## src/rtl/xrr_pkg.sv

```systemverilog
`default_nettype none
// ----------------------------------------------------------------------------
// xrr_pkg: shared definitions for the ranged xorshift generator
// Word width, seeding constants, shift amounts and request codes.
// ----------------------------------------------------------------------------
package xrr_pkg;

    localparam int WORD_W     = 32;
    localparam int WORDS      = 4;
    localparam int CNT_W      = 5;

    localparam logic [WORD_W-1:0] SEED_MULT  = 32'd1812433253;
    localparam logic [WORD_W-1:0] SEED_RESET = 32'd5489;

    localparam int SEED_SHIFT = 30;
    localparam int SHIFT_A    = 11;
    localparam int SHIFT_B    = 19;
    localparam int SHIFT_C    = 8;

    localparam logic [1:0] REQ_SEED  = 2'd0;
    localparam logic [1:0] REQ_RAW   = 2'd1;
    localparam logic [1:0] REQ_MOD   = 2'd2;
    localparam logic [1:0] REQ_RANGE = 2'd3;

    typedef enum logic [4:0] {
        ST_IDLE = 5'b00001,
        ST_SEED = 5'b00010,
        ST_STEP = 5'b00100,
        ST_DIV  = 5'b01000,
        ST_DONE = 5'b10000
    } state_t;

endpackage
`default_nettype wire

```

## src/rtl/xorshift_ranged_rng.sv

```systemverilog
`default_nettype none
// ----------------------------------------------------------------------------
// xorshift_ranged_rng: xorshift128 generator with range reduction
// Raw words, values modulo (high+1) and values in low..high, with reseeding.
// Requests are taken one at a time; ranged requests with a nonzero modulus
// run the 32-step serial remainder unit, and reseeding runs the seeding
// multiplier once per state word.
// Reset: the seed register returns to 5489 and a seeding pass over the four
// state words runs before the first request is taken.
// ----------------------------------------------------------------------------
module xorshift_ranged_rng
    import xrr_pkg::*;
(
    input  wire logic              clk,
    input  wire logic              rst_n,
    input  wire logic              seed_valid,
    output logic                   seed_ready,
    input  wire logic [WORD_W-1:0] seed_value,
    input  wire logic              req_valid,
    output logic                   req_stall,
    input  wire logic [1:0]        req_type,
    input  wire logic [WORD_W-1:0] range_low,
    input  wire logic [WORD_W-1:0] range_high,
    output logic                   rsp_valid,
    input  wire logic              rsp_stall,
    output logic [WORD_W-1:0]      random_value,
    output logic                   range_error
);

    localparam logic [CNT_W-1:0] DIV_LAST  = CNT_W'(WORD_W - 1);
    localparam logic [CNT_W-1:0] SEED_LAST = CNT_W'(WORDS - 1);

    state_t              state_reg, state_next;
    logic [CNT_W-1:0]    cnt_reg, cnt_next;
    logic                pend_reg, pend_next;
    logic                use_div_reg, use_div_next;
    logic                err_reg, err_next;
    logic [WORD_W-1:0]   seed_reg, seed_next;
    logic [WORD_W-1:0]   mod_reg, mod_next;
    logic [WORD_W-1:0]   lo_reg, lo_next;
    logic [WORD_W-1:0]   rem_reg, rem_next;
    logic [WORD_W-1:0]   dvd_reg, dvd_next;
    logic [WORD_W-1:0]   words_reg [WORDS];
    logic [WORD_W-1:0]   words_next [WORDS];
    logic                rsp_valid_reg, rsp_valid_next;
    logic [WORD_W-1:0]   value_reg, value_next;
    logic                rerr_reg, rerr_next;

    logic [WORD_W-1:0]   seed_prev;
    logic [WORD_W-1:0]   seed_mix;
    logic [WORD_W-1:0]   mul_prod;
    logic [WORD_W-1:0]   seed_word;
    logic [WORD_W-1:0]   mix_t;
    logic [WORD_W-1:0]   raw_word;
    logic [WORD_W:0]     trial;
    logic                trial_ge;
    logic [WORD_W-1:0]   trial_rem;
    logic [WORD_W-1:0]   mod_plain;
    logic [WORD_W-1:0]   mod_ranged;
    logic                out_free;

    assign seed_prev  = (cnt_reg == '0) ? seed_reg : words_reg[WORDS-1];
    assign seed_mix   = seed_prev ^ (seed_prev >> SEED_SHIFT);
    assign mul_prod   = SEED_MULT * seed_mix;
    assign seed_word  = mul_prod + {{(WORD_W-CNT_W){1'b0}}, cnt_reg};

    assign mix_t      = words_reg[0] ^ (words_reg[0] << SHIFT_A);
    assign raw_word   = (words_reg[WORDS-1] ^ (words_reg[WORDS-1] >> SHIFT_B))
                      ^ (mix_t ^ (mix_t >> SHIFT_C));

    assign trial      = {rem_reg, dvd_reg[WORD_W-1]};
    assign trial_ge   = trial >= {1'b0, mod_reg};
    assign trial_rem  = trial_ge ? WORD_W'(trial - {1'b0, mod_reg}) : trial[WORD_W-1:0];

    assign mod_plain  = range_high + 1'b1;
    assign mod_ranged = range_high - range_low + 1'b1;

    assign out_free   = !rsp_valid_reg || !rsp_stall;

    always_comb
    begin
        state_next     = state_reg;
        cnt_next       = cnt_reg;
        pend_next      = pend_reg;
        use_div_next   = use_div_reg;
        err_next       = err_reg;
        seed_next      = seed_reg;
        mod_next       = mod_reg;
        lo_next        = lo_reg;
        rem_next       = rem_reg;
        dvd_next       = dvd_reg;
        words_next     = words_reg;
        rsp_valid_next = rsp_valid_reg && rsp_stall;
        value_next     = value_reg;
        rerr_next      = rerr_reg;

        if (seed_valid && seed_ready)
        begin
            seed_next = seed_value;
        end

        case (state_reg)
            ST_IDLE:
            begin
                if (req_valid)
                begin
                    cnt_next     = '0;
                    err_next     = 1'b0;
                    lo_next      = '0;
                    rem_next     = '0;
                    use_div_next = 1'b0;
                    case (req_type)
                        REQ_SEED:
                        begin
                            pend_next  = 1'b1;
                            state_next = ST_SEED;
                        end
                        REQ_RAW:
                        begin
                            state_next = ST_STEP;
                        end
                        REQ_MOD:
                        begin
                            mod_next     = mod_plain;
                            use_div_next = mod_plain != '0;
                            state_next   = ST_STEP;
                        end
                        default:
                        begin
                            if (range_low >= range_high)
                            begin
                                err_next   = 1'b1;
                                state_next = ST_DONE;
                            end
                            else
                            begin
                                mod_next     = mod_ranged;
                                lo_next      = range_low;
                                use_div_next = mod_ranged != '0;
                                state_next   = ST_STEP;
                            end
                        end
                    endcase
                end
            end
            ST_SEED:
            begin
                for (int i = 0; i < WORDS - 1; i++)
                begin
                    words_next[i] = words_reg[i+1];
                end
                words_next[WORDS-1] = seed_word;
                cnt_next = cnt_reg + 1'b1;
                if (cnt_reg == SEED_LAST)
                begin
                    cnt_next   = '0;
                    state_next = pend_reg ? ST_DONE : ST_IDLE;
                end
            end
            ST_STEP:
            begin
                for (int i = 0; i < WORDS - 1; i++)
                begin
                    words_next[i] = words_reg[i+1];
                end
                words_next[WORDS-1] = raw_word;
                dvd_next   = raw_word;
                rem_next   = use_div_reg ? '0 : raw_word;
                cnt_next   = '0;
                state_next = use_div_reg ? ST_DIV : ST_DONE;
            end
            ST_DIV:
            begin
                rem_next = trial_rem;
                dvd_next = dvd_reg << 1;
                cnt_next = cnt_reg + 1'b1;
                if (cnt_reg == DIV_LAST)
                begin
                    state_next = ST_DONE;
                end
            end
            ST_DONE:
            begin
                if (out_free)
                begin
                    rsp_valid_next = 1'b1;
                    value_next     = rem_reg + lo_reg;
                    rerr_next      = err_reg;
                    pend_next      = 1'b0;
                    state_next     = ST_IDLE;
                end
            end
            default:
            begin
                state_next = ST_IDLE;
            end
        endcase
    end

    always_ff @(posedge clk or negedge rst_n)
    begin
        if (!rst_n)
        begin
            state_reg     <= ST_SEED;
            cnt_reg       <= '0;
            pend_reg      <= 1'b0;
            use_div_reg   <= 1'b0;
            err_reg       <= 1'b0;
            seed_reg      <= SEED_RESET;
            rsp_valid_reg <= 1'b0;
        end
        else
        begin
            state_reg     <= state_next;
            cnt_reg       <= cnt_next;
            pend_reg      <= pend_next;
            use_div_reg   <= use_div_next;
            err_reg       <= err_next;
            seed_reg      <= seed_next;
            rsp_valid_reg <= rsp_valid_next;
        end
    end

    always_ff @(posedge clk)
    begin
        mod_reg   <= mod_next;
        lo_reg    <= lo_next;
        rem_reg   <= rem_next;
        dvd_reg   <= dvd_next;
        words_reg <= words_next;
        value_reg <= value_next;
        rerr_reg  <= rerr_next;
    end

    assign seed_ready   = state_reg != ST_SEED;
    assign req_stall    = state_reg != ST_IDLE;
    assign rsp_valid    = rsp_valid_reg;
    assign random_value = value_reg;
    assign range_error  = rerr_reg;

`ifndef SYNTH
    a_rsp_from_done: assert property (@(posedge clk) disable iff (!rst_n)
        $rose(rsp_valid_reg) |-> $past(state_reg == ST_DONE))
        else $error("result beat raised outside the finish step");

    a_bad_range: assert property (@(posedge clk) disable iff (!rst_n)
        (req_valid && !req_stall && req_type == REQ_RANGE && range_low >= range_high)
        |=> (state_reg == ST_DONE && err_reg))
        else $error("empty range did not go straight to the finish step");

    a_div_nonzero: assert property (@(posedge clk) disable iff (!rst_n)
        (state_reg == ST_DIV) |-> (mod_reg != '0 && use_div_reg))
        else $error("remainder unit running with a zero modulus");

    a_error_zero: assert property (@(posedge clk) disable iff (!rst_n)
        (rsp_valid_reg && rerr_reg) |-> (value_reg == '0))
        else $error("range error beat carries a nonzero value");
`endif

endmodule
`default_nettype wire
```

## config.mk

```make
export PLATFORM = sky130hd
export DESIGN_NAME = xorshift_ranged_rng
export DESIGN_NICKNAME = d
export VERILOG_FILES = /design/src/rtl/xrr_pkg.sv /design/src/rtl/xorshift_ranged_rng.sv
export SDC_FILE = /design/constraint.sdc
export NUM_CORES = 1
export LEC_CHECK = 0
export BUFFER_PORTS_ARGS = -buffer_cell sky130_fd_sc_hd__buf_2
export CORE_AREA = 5 5 274 222
export DETAILED_ROUTE_END_ITERATION = 6
export DIE_AREA = 0 0 279 227
export PLACE_DENSITY_LB_ADDON = 0.05
export SYNTH_ARGS = -nofsm -noshare
export SYNTH_HDL_FRONTEND = slang
export SYNTH_SLANG_ARGS = --single-unit
export TNS_END_PERCENT = 5
```

## constraint.sdc

```tcl
create_clock -name clk -period 10.65 [get_ports clk]
set_clock_uncertainty 0.2 [all_clocks]
set_input_delay 1.065 -clock clk [delete_from_list [all_inputs] [get_ports clk]]
set_output_delay 1.065 -clock clk [all_outputs]
set_load 0.02 [all_outputs]
```

Yosys cells after proc, flatten, opt, wreduce, memory -nomap -nowiden. Index checks and enable logic that the tools add are counted.

Word-level logic and storage cells: 106. Input bits: 103. Output and inout port bits: 36. Bits in registers: 335.

Reduce and logical (&&, ||, !) cells: 25. Add/subtract/negate cells: 7. Bitwise logic cells: 6. Mux-type cells: 31. Equality and inequality tests: 17. $lt $le $gt $ge: 2. $mul: 1.

Operators by type and width (count): one-hot mux 128 bit (2 select lines) (1); 2-to-1 mux 32 bit (5); one-hot mux 32 bit (2 select lines) (2); one-hot mux 32 bit (3 select lines) (1); adder 32 x 1 -> 32 bit (second input constant) (2); nonzero test 32 bit (2); subtractor 32 bit (2); XOR 32 bit (2); 2-to-1 mux 5 bit (9); >= comparator 33 x 32 -> 1 bit (1); adder 32 bit (1); adder 32 x 5 -> 32 bit (1); >= comparator 32 bit (1); multiplier 31 x 32 -> 32 bit (first input constant) (1); XOR 32 x 13 -> 32 bit (1); XOR 32 x 2 -> 32 bit (1); XOR 32 x 24 -> 32 bit (1); one-hot mux 5 bit (5 select lines) (1); one-hot mux 5 bit (4 select lines) (1); AND reduction 4 bit (3); equality test 5 x 2 -> 1 bit (second input constant) (2); equality test 5 bit (second input constant) (2); one-hot mux 5 bit (2 select lines) (1); 2-to-1 mux 1 bit (8); other kinds (24) (37).

Depth between registers and ports, before layout.
Depth after elaboration: 6. Gate-level depth with buffers: 32. Mapped depth without buffers: 29.

Worst setup path before layout. No wires, ideal clock.

Path kind: register to register. Start point: reg cnt_reg[2]. End point: reg words_reg[30] in the netlist's numbering, data pin. Data arrival time: 8.275 ns. Buffers on the path: 3. Library setup time: 0.195 ns. Period minus slack after synthesis: 8.670 ns. Cell stages (with the launch flop): 29. Setup slack: 1.980 ns. Data required time: 10.255 ns. Cells stage by stage: dfrtp_1 -> nor3_1 -> and2_1 -> clkbuf_1 -> clkbuf_1 -> buf_1 -> mux2i_1 -> inv_1 -> ha_1 -> ha_1 -> fa_1 -> inv_1 -> fa_1 -> inv_1 -> fa_1 -> fa_1 -> fa_1 -> inv_1 -> fa_1 -> inv_1 -> ha_1 -> a21o_1 -> a21o_1 -> a211oi_1 -> nand2_1 -> o21ai_0 -> o31ai_1 -> o41a_1 -> o311ai_0.

RTL lines: start, declared (RTL line xorshift_ranged_rng.sv:34) `logic [CNT_W-1:0] cnt_reg, cnt_next;`; start signal, assigned (RTL line xorshift_ranged_rng.sv:215) `cnt_reg <= cnt_next;`; end signal, assigned (RTL line xorshift_ranged_rng.sv:230) `words_reg <= words_next;`; end, declared (RTL line xorshift_ranged_rng.sv:43) `logic [WORD_W-1:0] words_reg [WORDS];`.

==> impl_results.md <==
- CTS tree: built
- First-pass GRT wire length: around 130000 um
- Critical Path AT: about 9000 ps
- FFs w/ async S/R, synth: between 10% and 20%
- Failing checks: antenna rules
- Core footprint: slightly below 60000 um2
- Drt drc: 0
- Crit-path max FO: 12
- Largest net degree at the start of global routing: 85
- Crit share post-route: around 87%
- Total GRT Usage: between 20% and 30%
- Detail Route Antenna Nets: 1
- Share of layout cells above drive strength 1: about a tenth
- Clock transition at path regs: 60 ps
- Yosys reg bits: between 300 and 400
- Wire per inst: around 23 um
- Max-cap violations: 0
- Routed wire length: 85600 um
- # setup viols final: 0
- Vias in the first global route: 21200
- Seq/Total Area, Yosys: 33.8%
- Endpoints failing hold: 0
- End of the critical path: words_reg[31]$_DFFE_PP_
- EDFF count, synth: 289
- Area of the die: roughly 63000 um2
- Max FFs per register: approximately 130
- CTS Sinks: between 300 and 400
- Post-CTS setup buffer count: 0
- Root buffer cell: clkbuf_16
- Critical-path top delay cell: xor2_1
- Post-synth top flop: edfxtp_1
- Synth warnings: 0
- 1st-pass router iterations: 5
- Crit end category: register
- Worst slew pin tran: 1110 ps
- Starting Density: about half
- Syn_nets: between 3000 and 4000
- Slew HR: a little over a quarter
- Fill cells: 5152
- CP Class: reg2reg
- Most frequent cells in the layout: inv_1 (460), ha_1 (407), edfxtp_1 (289)
- Initial antenna violation count: 3
- RSZ-0062 raised after global routing: false
- Hold buffers post-CTS: 0
- Commonest non-fill, non-tap cell in the layout: inv_1
- Slew Limit Fails: 0
- Worst setup path startpoint: cnt_reg[2]$_DFFE_PN0P_
- Status: finished with violations
- Clk buf depth: 3
- Area grow syn2layout: 10.2%
- Die W: 279 um
- F_max: 109 MHz
- Final #Nets: between 3000 and 4000
- Vias/cell: 5.74
- Final setup TNS: 0 ps
- Min cycle time layout: slightly above 9000 ps
- Post-DP HPWL: 69800 um
- Die span in y: approximately 230 um
- DR iter-0 viols: around 2100
- Crit-path max cell delay: 760 ps
- Worst R2R Path Depth: 28
- Number of H-tree levels: 2
- Num ports: 139
- Netlist cell types: ~90
- Global placement routability congestion: roughly 0.95
- Detailed-route via count: between 20000 and 25000
- IO Port Bufs: around 140
- CTS buffer count: 38
- Worst path required time: between 10000 and 15000 ps
- Synth Area per Inst: a little over 10 um2
- Total grt overflow: 0
- R2r setup slk: between 1000 and 1500 ps
- Kind of start point of the critical path: register
- Clock Latency Late Sink: roughly 560 ps
- Post-cts sizing count: 0
- Min-Delay Path Class: reg2reg
- Synth Instances: 2839
- Worst reg2reg startpoint: cnt_reg[2]$_DFFE_PN0P_
- Row count: 79
- Mapped Area: between 20000 and 30000 um2
- RR Endpoint: words_reg[31]$_DFFE_PP_
[synth_stat cells (5+ instances only)]
cell type	n	area, um2
o31ai_1	9	67.6
nand2b_1	18	113
clkbuf_1	41	154
o21ai_0	136	681
inv_1	460	1730
o21a_1	15	113
nand2_1	168	631
fa_1	151	3020
o2111ai_1	6	52.6
a31oi_1	18	113
o211ai_1	14	105
nand3_1	50	250
a21oi_1	139	696
o22ai_1	15	93.8
nor2b_1	15	93.8
o21bai_1	10	75.1
nand4_1	26	163
nor3b_1	6	45.0
o41ai_1	6	52.6
or2_2	5	31.3
and3_1	18	113
xor2_1	57	499
a211oi_1	17	128
a2111oi_0	6	52.6
xnor2_1	182	1590
and2_1	40	250
nand3b_1	5	37.5
a21o_1	55	413
mux2i_1	34	340
or3_1	7	43.8
nor3_1	31	155
dfrtp_1	38	951
nor4_1	10	62.6
edfxtp_1	289	8680
mux2_2	56	631
a211o_1	5	43.8
ha_1	407	5090
nor2_1	160	601
buf_1	11	41.3
or4_1	5	37.5
dfstp_2	8	210
o32ai_1	9	78.8
[how the worst min path moves through the flow]
stage	startpoint	depth (start not counted)	end	slack, ps
4_1_cts	words_reg[50]$_DFFE_PP_	0	words_reg[82]$_DFFE_PP_	210
2_1_floorplan	words_reg[68]$_DFFE_PP_	0	words_reg[100]$_DFFE_PP_	200
6_report	words_reg[53]$_DFFE_PP_	0	words_reg[85]$_DFFE_PP_	210
5_1_grt	words_reg[41]$_DFFE_PP_	0	words_reg[73]$_DFFE_PP_	220
3_3_place_gp	words_reg[56]$_DFFE_PP_	0	words_reg[88]$_DFFE_PP_	200
3_5_place_dp	words_reg[73]$_DFFE_PP_	0	words_reg[105]$_DFFE_PP_	200
[worst max-delay path: cells and delay by family (launching register included)]
kind | cells | cell delay (ps)
adders and majority gates | 9 | 3760
AOI/OAI and AO/OA | 7 | 1770
and+or+nand+nor | 2 | 950
xor gates and xnor gates | 2 | 940
muxes | 2 | 440
DFF | 1 | 430
buffers and inverters | 6 | 420
[metrics by stage]
step,util [%],setup slack [ps],hold slack [ps],instances,cell area (um2)
final,55.7,1430,213,3790,32100
after CTS,55.6,1450,210,3785,32100
after global routing,55.6,964,221,3785,32100
after global placement,53.4,1650,200,3715,30800
after detailed placement,53.4,1440,205,3715,30800
after floorplan,-,1980,200,2839,29100
[cell families (layout without fill, tap and decap cells)]
kind of cell             count (synthesis)  count (layout)  synth area share [%]
AND/OR/NAND/NOR                        590             590                  9.95
adder cells (fa/ha/maj)                558             558                  27.8
buffers and inverters                  513             690                  6.63
AO/OA/AOI/OAI                          511             511                  11.1
flip-flops                             335             335                  33.8
XOR/XNOR                               242             242                  7.42
multiplexers                            90              90                  3.33
other                                    0               5                     0
[routing by layer]
| metal | global-route usage (%) | wire length (um) |
|---|---|---|
| met3 | 3.97 | 6450 |
| met1 | 45.5 | 44900 |
| met4 | 3.28 | 784 |
| met5 | 0 | 13 |
| met2 | 36.9 | 33400 |
[layout make-up]
| class | instances | area [um2] | share of cell area, % |
|---|---|---|---|
| multi-input cells | 1991 | 17400 | 54.2 |
| flip-flops and latches | 335 | 9840 | 30.6 |
| repair buffers | 160 | 856 | 2.66 |
| clock buffers | 48 | 1060 | 3.30 |
| clock inverters | 22 | 250 | 0.779 |
| well taps | 769 | 962 | 3.00 |
| diodes | 5 | 12.5 | 0.0389 |
| inverters | 460 | 1730 | 5.37 |
Power is not shown: default switching activity piles up to over one toggle a cycle in this logic, so the estimate is an artifact.
